## config.mk

```make
export PLATFORM = sky130hd
export DESIGN_NAME = legacy_float_to_double
export DESIGN_NICKNAME = d
export VERILOG_FILES = /design/src/design/lftd_pkg.sv /design/src/design/lftd_decode.sv /design/src/design/lftd_norm.sv /design/src/design/lftd_round.sv /design/src/design/legacy_float_to_double.sv
export SDC_FILE = /design/constraint.sdc
export NUM_CORES = 1
export LEC_CHECK = 0
export ABC_AREA = 1
export BUFFER_PORTS_ARGS = -buffer_cell sky130_fd_sc_hd__buf_2
export CAP_MARGIN = 10
export CORE_MARGIN = 2
export CORE_UTILIZATION = 36
export CTS_BUF_LIST = sky130_fd_sc_hd__clkbuf_16
export DETAILED_ROUTE_END_ITERATION = 10
export PLACE_DENSITY = 0.59
export REMOVE_ABC_BUFFERS = 1
export SLEW_MARGIN = 20
export SYNTH_ARGS = -nofsm -noshare
export SYNTH_HDL_FRONTEND = slang
export SYNTH_SLANG_ARGS = --single-unit
```

## constraint.sdc

```tcl
create_clock -name clk -period 11.36 [get_ports clk]
set_input_delay 2.272 -clock clk [delete_from_list [all_inputs] [get_ports clk]]
set_output_delay 2.272 -clock clk [all_outputs]
set_load 0.02 [all_outputs]
```

## src/design/lftd_pkg.sv

```systemverilog
// Package: format codes and the stage-to-stage word types of the converter.
`default_nettype none
package lftd_pkg;

	typedef enum logic [3:0] {
		FMT_1750A32 = 4'd0,
		FMT_1750A48 = 4'd1,
		FMT_TI32    = 4'd2,
		FMT_TI40    = 4'd3,
		FMT_HEX32   = 4'd4,
		FMT_HEX64   = 4'd5,
		FMT_VAXF    = 4'd6,
		FMT_VAXD    = 4'd7,
		FMT_VAXG    = 4'd8
	} fmt_t;

	localparam int ExpW = 13;

	// sign, magnitude and power of two of one decoded word
	typedef struct packed {
		logic                   zero;
		logic                   neg;
		logic [63:0]            mag;
		logic signed [ExpW-1:0] exp2;
	} triple_t;

	// normalized form: mag has its top one at bit 63
	typedef struct packed {
		logic                   zero;
		logic                   neg;
		logic [63:0]            mag;
		logic signed [ExpW-1:0] lead;
	} norm_t;

endpackage
`default_nettype wire

```

## src/design/lftd_decode.sv

```systemverilog
// Decode stage: source word and format code to sign, magnitude and exponent.
`default_nettype none
module lftd_decode (
	input  wire logic [3:0]       op,
	input  wire logic [63:0]      raw_word,
	output lftd_pkg::triple_t     trip
);
	import lftd_pkg::*;

	logic [31:0] w32;
	logic [23:0] m24;
	logic [39:0] m40;
	logic [7:0]  e8;
	logic [6:0]  e7;
	logic [10:0] e11;

	always_comb begin
		w32 = raw_word[31:0];
		m24 = '0;
		m40 = '0;
		e8 = '0;
		e7 = '0;
		e11 = '0;
		trip = '0;
		case (op)
			FMT_1750A32: begin
				m24 = w32[31:8];
				e8 = w32[7:0];
				trip.neg = m24[23];
				trip.mag = m24[23] ? {40'd0, 24'd0 - m24} : {40'd0, m24};
				trip.exp2 = ExpW'($signed(e8)) - ExpW'(23);
			end
			FMT_1750A48: begin
				m40 = {raw_word[47:24], raw_word[15:0]};
				e8 = raw_word[23:16];
				trip.neg = m40[39];
				trip.mag = m40[39] ? {24'd0, 40'd0 - m40} : {24'd0, m40};
				trip.exp2 = ExpW'($signed(e8)) - ExpW'(39);
			end
			FMT_TI32: begin
				e8 = w32[31:24];
				trip.zero = (e8 == 8'h80);
				trip.neg = w32[23];
				trip.mag = w32[23] ? (64'd1 << 24) - {41'd0, w32[22:0]}
					: (64'd1 << 23) + {41'd0, w32[22:0]};
				trip.exp2 = ExpW'($signed(e8)) - ExpW'(23);
			end
			FMT_TI40: begin
				e8 = raw_word[39:32];
				trip.zero = (e8 == 8'h80);
				trip.neg = raw_word[31];
				trip.mag = raw_word[31] ? (64'd1 << 32) - {33'd0, raw_word[30:0]}
					: (64'd1 << 31) + {33'd0, raw_word[30:0]};
				trip.exp2 = ExpW'($signed(e8)) - ExpW'(31);
			end
			FMT_HEX32: begin
				e7 = w32[30:24];
				trip.neg = w32[31];
				trip.mag = {40'd0, w32[23:0]};
				trip.exp2 = ExpW'({e7, 2'b00}) - ExpW'(256 + 24);
			end
			FMT_HEX64: begin
				e7 = raw_word[62:56];
				trip.neg = raw_word[63];
				trip.mag = {8'd0, raw_word[55:0]};
				trip.exp2 = ExpW'({e7, 2'b00}) - ExpW'(256 + 56);
			end
			FMT_VAXF: begin
				e8 = w32[30:23];
				trip.neg = w32[31];
				trip.mag = {40'd0, 1'b1, w32[22:0]};
				trip.exp2 = ExpW'(e8) - ExpW'(128 + 24);
			end
			FMT_VAXD: begin
				e8 = raw_word[62:55];
				trip.neg = raw_word[63];
				trip.mag = {8'd0, 1'b1, raw_word[54:0]};
				trip.exp2 = ExpW'(e8) - ExpW'(128 + 56);
			end
			FMT_VAXG: begin
				e11 = raw_word[62:52];
				trip.neg = raw_word[63];
				trip.mag = {11'd0, 1'b1, raw_word[51:0]};
				trip.exp2 = ExpW'(e11) - ExpW'(1024 + 53);
			end
			default: begin
				trip = '0;
			end
		endcase
		if (trip.mag == '0) begin
			trip.zero = 1'b1;
		end
		// zero results are +0 except base-16, which keeps its sign
		if (trip.zero && !(op == FMT_HEX32 || op == FMT_HEX64)) begin
			trip.neg = 1'b0;
		end
	end

endmodule
`default_nettype wire

```

## src/design/lftd_norm.sv

```systemverilog
// Normalize stage: leading-one count and left shift of the magnitude.
`default_nettype none
module lftd_norm (
	input  wire lftd_pkg::triple_t trip,
	output lftd_pkg::norm_t        nrm
);
	import lftd_pkg::*;

	logic [5:0]  lz;
	logic [63:0] m;

	always_comb begin
		m = trip.mag;
		lz = '0;
		if (m[63:32] == '0) begin lz[5] = 1'b1; m = m << 32; end
		if (m[63:48] == '0) begin lz[4] = 1'b1; m = m << 16; end
		if (m[63:56] == '0) begin lz[3] = 1'b1; m = m << 8; end
		if (m[63:60] == '0) begin lz[2] = 1'b1; m = m << 4; end
		if (m[63:62] == '0) begin lz[1] = 1'b1; m = m << 2; end
		if (!m[63]) begin lz[0] = 1'b1; m = m << 1; end
		nrm.zero = trip.zero;
		nrm.neg = trip.neg;
		nrm.mag = m;
		// value = m * 2^(lead - 63)
		nrm.lead = trip.exp2 + ExpW'(63) - ExpW'(lz);
	end

endmodule
`default_nettype wire

```

## src/design/lftd_round.sv

```systemverilog
// Round stage: denormal shift, nearest-even rounding and binary64 packing.
`default_nettype none
module lftd_round (
	input  wire lftd_pkg::norm_t nrm,
	output logic [63:0]          bits
);
	import lftd_pkg::*;

	logic signed [ExpW-1:0] sh;
	logic [6:0]  sh7;
	logic [64:0] wide;
	logic [52:0] q;
	logic        grd;
	logic        stk;
	logic        up;
	logic [63:0] sum;
	logic [ExpW-1:0] bexp;

	always_comb begin
		// extra right shift below normal range: lead < -1022
		sh = ExpW'(-1022) - nrm.lead;
		if (sh < 0) begin
			sh = '0;
		end
		sh7 = (sh > ExpW'(64)) ? 7'd64 : sh[6:0];
		wide = {nrm.mag, 1'b0} >> sh7;
		q = wide[64:12];
		grd = wide[11];
		stk = (wide[10:0] != '0) || ((({nrm.mag, 1'b0} << (7'd65 - sh7)) != '0)
			&& sh7 != 7'd0);
		up = grd && (stk || q[0]);
		bexp = (sh == '0) ? ExpW'(nrm.lead + ExpW'(1022)) : '0;
		sum = {bexp[10:0], 52'd0} + {11'd0, q} + {63'd0, up};
		if (nrm.zero) begin
			bits = {nrm.neg, 63'd0};
		end else if (!nrm.lead[ExpW-1] && nrm.lead > ExpW'(1023)) begin
			bits = {nrm.neg, 11'h7FF, 52'd0};
		end else begin
			bits = {nrm.neg, sum[62:0]};
		end
	end

endmodule
`default_nettype wire

```

## src/design/legacy_float_to_double.sv

```systemverilog
// Top level: three-stage legacy float word to binary64 converter.
//   channel  valid      ready      payload
//   in       in_valid   in_ready   op, raw_word
//   out      out_valid  out_ready  double_bits
// One word per cycle while the output is not stalled; stages in order: decode, normalize, round.
// Reset clears the stage valid bits only.
// A stage advances when its next stage is empty or moving; a stall holds a full pipe.
`default_nettype none
module legacy_float_to_double (
	input  wire logic        clk,
	input  wire logic        arst_n,
	input  wire logic        in_valid,
	output logic             in_ready,
	input  wire logic [3:0]  op,
	input  wire logic [63:0] raw_word,
	output logic             out_valid,
	input  wire logic        out_ready,
	output logic [63:0]      double_bits
);
	import lftd_pkg::*;

	triple_t     trip_c, trip_s1;
	norm_t       nrm_c, nrm_s2;
	logic [63:0] bits_c, bits_s3;
	logic        v_s1, v_s2, v_s3;
	logic        adv1, adv2, adv3;

	lftd_decode u_dec (.op(op), .raw_word(raw_word), .trip(trip_c));
	lftd_norm   u_norm (.trip(trip_s1), .nrm(nrm_c));
	lftd_round  u_rnd (.nrm(nrm_s2), .bits(bits_c));

	assign adv3 = !v_s3 || out_ready;
	assign adv2 = !v_s2 || adv3;
	assign adv1 = !v_s1 || adv2;
	assign in_ready = adv1;
	assign out_valid = v_s3;
	assign double_bits = bits_s3;

	always_ff @(posedge clk or negedge arst_n) begin
		if (!arst_n) begin
			v_s1 <= 1'b0;
			v_s2 <= 1'b0;
			v_s3 <= 1'b0;
		end else begin
			if (adv1) v_s1 <= in_valid;
			if (adv2) v_s2 <= v_s1;
			if (adv3) v_s3 <= v_s2;
		end
	end

	always_ff @(posedge clk) begin
		if (adv1 && in_valid) trip_s1 <= trip_c;
		if (adv2 && v_s1) nrm_s2 <= nrm_c;
		if (adv3 && v_s2) bits_s3 <= bits_c;
	end

	a_hold: assert property (@(posedge clk) disable iff (!arst_n)
		out_valid && !out_ready |=> out_valid && $stable(double_bits))
		else $error("result word changed under stall");
	a_ready: assert property (@(posedge clk) disable iff (!arst_n)
		!v_s1 || !v_s2 || !v_s3 || out_ready || !in_ready)
		else $error("full pipe took a word");
	a_flow: assert property (@(posedge clk) disable iff (!arst_n)
		v_s2 && !v_s3 |=> v_s3)
		else $error("word lost between stages");

endmodule
`default_nettype wire

```

# After elaboration in Yosys (flattened, before gate mapping)
# Index checks and enable logic that the tools add are counted.
dict set report classes {
  add_sub_neg 22
  n_lt_le_gt_ge 3
  eq_ne 10
  n_shift 2
  mux 23
  n_reduce_logical 30
}
# operator count
set op_table {}
lappend op_table {{$pmux W78 S9} 1}
lappend op_table {{$mux W64} 7}
lappend op_table {{$mux W63} 2}
lappend op_table {{$reduce_bool A65 Y1} 1}
lappend op_table {{$shl A65 B7 Y65} 1}
lappend op_table {{$shr A65 B7 Y65} 1}
lappend op_table {{$logic_not A64 Y1} 1}
lappend op_table {{$add A63 B1 Y63} 1}
lappend op_table {{$add A63 B53 Y63} 1}
lappend op_table {{$mux W40} 1}
lappend op_table {{$sub A1 B40 Y40 const A} 1}
lappend op_table {{$sub A33 B31 Y34 const A} 1}
lappend op_table {{$add A32 B31 Y33 const A} 1}
lappend op_table {{$logic_not A32 Y1} 1}
lappend op_table {{$sub A8 B6 Y9 const B} 3}
lappend op_table {{$sub A25 B23 Y26 const A} 1}
lappend op_table {{$add A24 B23 Y25 const A} 1}
lappend op_table {{$mux W24} 1}
lappend op_table {{$sub A1 B24 Y24 const A} 1}
lappend op_table {{$sub A9 B9 Y10 const B} 2}
lappend op_table {{$sub A8 B8 Y9 const B} 2}
lappend op_table {{$eq A4 B3 Y1 const B} 4}
lappend op_table {{$eq A8 B8 Y1 const B} 2}
lappend op_table {{$logic_not A16 Y1} 1}
lappend op_table {{other kinds (28)} 51}
dict set report totals {
  regBits 225
  input_bits 72
  output_inout_bits 66
  word_cells 106
}

# Depth between registers and ports, before layout
dict set report depth {
  depth_word 14
  ltp_mapped 37
  mapped_depth_nobuf 36
}

# Hierarchy
# From an unflattened synthesis, not the netlist that was laid out.
dict set report hier_totals {
  cells_unflattened 4461
  area_unflattened_um2 26360.3
}
# mod n_inst cells_each area_per_inst_um2 seq_area_each_um2
set by_module_without_submodules {}
lappend by_module_without_submodules {lftd_round 1 2020 9422.8 0.0}
lappend by_module_without_submodules {legacy_float_to_double 1 239 6805.3 6741.5}
lappend by_module_without_submodules {lftd_decode 1 1158 5431.5 0.0}
lappend by_module_without_submodules {lftd_norm 1 1044 4700.8 0.0}

# Worst setup path after synthesis
# OpenSTA, ideal clock, no wires.
dict set report synth_path {
  path_type {input to register}
  from {in out_ready}
  to {reg bits_s3[0], in the netlist double_bits[0] (enable)}
  setup_time_ns 0.507
  arrival_time_ns 5.404
  required_ns 10.853
  setup_slack_ns 5.449
  path_stages 2
  path_buffers 0
  path_cell_list {inv_1 a21oi_1}
}
dict set report synth_via {
  elab_chain_cells 2
}
# element line
set synth_rtl {}
lappend synth_rtl {{from (decl)} legacy_float_to_double.sv:17} ;# input wire logic out_ready,
lappend synth_rtl {{$logic_or A1 B1 Y1} legacy_float_to_double.sv:32} ;# assign adv3 = !v_s3 || out_ready;
lappend synth_rtl {{$logic_and A1 B1 Y1} legacy_float_to_double.sv:54} ;# if (adv3 && v_s2) bits_s3 <= bits_c;
lappend synth_rtl {{to (signal assigned)} legacy_float_to_double.sv:54}
lappend synth_rtl {{to (decl)} legacy_float_to_double.sv:24} ;# logic [63:0] bits_c, bits_s3;
# No other way between the ends.
# A chain may end at the register's enable or synchronous reset.

==> impl_metrics.csv <==
group,metric,value,unit
routing,drtPass1Iterations,6,
worst_setup_path,r2r-start,"trip_s1[57]",
grt,grt_pass1_vias,25300,
sta,setup_ws,3.10,ns
floorplan,fp.dieW,266,um
power_and_ir_drop,peakVddDrop,111,uV
grt,grt_pass1_wl,145,mm
flow_run,maxCapViolations,0,
power_and_ir_drop,power_density,228,mW/mm2
routing,wire_per_inst,18.7,um
sta,setup_viol,0,
clocking,clock-sinks,216,
sta,tns,0,ns
placed_design,place_congestion,1.02,
synth,async_reset_ff_share,1.39,%
floorplan,die_area,0.0707,mm2
finish,fin_nets,4265,
finish,syn2layout_area_growth,8.03,%
placed_design,placed_area,0.0259,mm2
worst_setup_path,cp-startpoint,"trip_s1[57]",
clocking,clock_path_buffers,3,
power_and_ir_drop,leakage,12.3,nW
worst_setup_path,reg2reg_to,"nrm_s2[11]",
floorplan,die_h,266,um
worst_setup_path,max_stage_delay,0.84,ns
synth,synth_cell_types,72,
worst_setup_path,end_kind,"register",
floorplan,initial_core_util,36.2,%
clocking,postCtsSetupBuffers,0,
synth,synth.largest_area_cell,"edfxtp_1",
finish,fin_util,39.1,%
grt,grt_use_total,25.9,%
worst_setup_path,worstSetupPathType,"register to register",
sta,fmax,0.121,GHz
routing,dr.first_iter.drc_count,2963,
worst_setup_path,start_kind,"register",
clocking,numCtsBuffers,24,
worst_setup_path,crit_slowest_cell,"inv_2",
worst_setup_path,cpMostUsedCell,"nand2_1",
sta,relSlewSlack,37.4,%
floorplan,rows,96,
clocking,clock_latency,0.57,ns
placed_design,place_ws,3.11,ns
clocking,cts_tree,"yes",
sta,hold_viol_final,0,
routing,dr_total_vias,27800,
sta,skew,0.0439,ns
synth,ys.warnings.count,0,
sta,report.final.slew_viol_count,0,
synth,synth_cells,4129,
clocking,cts-root-buf,"clkbuf_16",
worst_setup_path,rrSetupSlack,3.10,ns
worst_hold_path,hold_class,"register to register",
clocking,cts-resized-gates,0,
routing,drt_wl_total,94.3,mm
grt,antenna_found_initial,0,
synth,synth_top_area_share,25.9,%
worst_setup_path,critical_path.max_fanout,83,
grt,grt_max_degree,100,
finish,design_area,0.0267,mm2
sta,fin_crit,8.26,ns
synth,synth_most_common_cell,"nand2_1",
sta,worst_pin_slew,0.915,ns
worst_setup_path,r2r_cells,34,
sta,finalCritPeriodShare,72.7,%
grt,grt_overflow,0,
worst_setup_path,cp-endpoint,"nrm_s2[11]",
synth,synth-seq-cells,216,
synth,synth-edff-count,213,
routing,drc,0,
run_status,outcome,"completed",
placed_design,port_buffers,137,
worst_setup_path,worstPathArrival,8.57,ns
routing,via_per_inst,5.52,
clocking,hold_buffers,0,
placed_design,dpl.hpwl,75.8,mm
synth,synth_commonest_cells,"nand2_1, nand3_1, nor2_1",
clocking,h-tree-depth,1,
synth,synth-main-ff-cell,"edfxtp_1",
synth,syn_area_per_cell,5.98,um2
floorplan,coreArea,0.0682,mm2
synth,syn_area,0.0247,mm2
clocking,clk_pin_slew,0.06,ns
worst_setup_path,required,11.67,ns
power_and_ir_drop,finalPower,6.08,mW
finish,drive_gt1_share,7.76,%
sta,rsz0062_at_grt,"no",
synth,ys_seq_area_share,26.2,%
floorplan,ios,138,
finish,antenna_cells,0,
routing,drtAntennaViolNets,0,
synth,synthTopCellsByArea,"edfxtp_1, nand2_1, nand3_1",
-- cell usage in the layout (no fill, tap or decap), types with 4 or more instances in the layout --
master,Yosys,final
or2_2,10,10
nor2_1,431,429
inv_2,31,33
xor2_1,32,31
nor3_1,39,39
o211ai_1,22,22
o2111ai_1,15,15
nor2_2,25,26
nand4_1,96,96
nand3_1,677,677
a31oi_1,14,14
o22ai_1,10,10
nor3b_1,5,5
o21ai_0,263,263
nand2_2,7,9
buf_2,59,137
clkbuf_16,0,24
and2_1,5,5
a221oi_1,4,4
a21boi_0,9,9
a2111oi_0,5,5
o311ai_0,5,5
nand3b_1,11,11
conb_1,1,8
ha_1,47,47
inv_1,415,419
nand2_1,1267,1265
edfxtp_1,213,213
o221ai_1,7,7
o21a_1,5,5
buf_4,19,30
a21oi_1,147,146
nor4_1,25,25
nor2_4,9,10
clkinvlp_4,0,4
nand3_2,9,9
o21bai_1,4,4
o21ai_1,16,16
clkinv_1,8,8
a211oi_1,8,8
-- worst min-delay path by stage --
stage                            endpoint  depth (start not counted)  slack, ns        from
after CTS                 double_bits[63]                          0       0.42  nrm_s2[77]
after floorplan           double_bits[63]                          0       0.40  nrm_s2[77]
final                     double_bits[63]                          0       0.42  nrm_s2[77]
after global placement    double_bits[63]                          0       0.41  nrm_s2[77]
after detailed placement  double_bits[63]                          0       0.41  nrm_s2[77]
after global routing      double_bits[63]                          0       0.45  nrm_s2[77]
-- worst max-delay path, delay by kind of cell (launching register included) --
kind	cells	cell delay (ns)
buffers and inverters	5	2.56
AOI/OAI and AO/OA	7	1.16
DFF	1	0.38
adders and majority gates	3	1.00
and+or+nand+nor	18	2.76
xor gates and xnor gates	1	0.15
-- power by group --
part,internal (mW),total (mW),switching (mW)
Combinational,1.08,4.03,2.96
Sequential,1.15,1.25,0.102
Clock,0.459,0.791,0.332
Total,2.69,6.08,3.39
-- cell type report --
| class | instances | area, um2 |
|---|---|---|
| flip-flops and latches | 216 | 6470 |
| multi-input cells | 3281 | 15700 |
| clock inverters | 20 | 210 |
| repair buffers | 167 | 911 |
| fillers | 7660 | 41500 |
| clock buffers | 24 | 601 |
| inverters | 455 | 1710 |
| well taps | 882 | 1100 |
-- cell families after synthesis --
family / synth area share (%)
AOI/OAI and AO/OA: 12.8
other: 0.0152
xor gates and xnor gates: 1.24
DFF: 26.2
adders and majority gates: 2.46
buffers and inverters: 10.6
and+or+nand+nor: 46.7
-- layer usage --
metal / GRT usage [%] / vias to the layer above / wire [um]
li1: - / 13800 / -
met1: 34.4 / 12600 / 40800
met2: 42.6 / 1100 / 43200
met3: 1.95 / 241 / 5390
met4: 12.3 / 0 / 4910
met5: 0 / - / 0
-- state kept, by name, indices dropped and copies added (netlist names) --
| register | flops |
|---|---|
| v_s1 | 1 |
| out_valid | 1 |
| double_bits | 64 |
| trip_s1 | 70 |
| nrm_s2 | 79 |
| v_s2 | 1 |
-- through the flow --
stage	cells	hold WS, ns
2_1_floorplan	3952	0.400
3_3_place_gp	5001	0.405
3_5_place_dp	5001	0.405
4_1_cts	5045	0.420
5_1_grt	5045	0.449
6_report	5045	0.416
No activity file was read; power rests on OpenSTA's default activity.
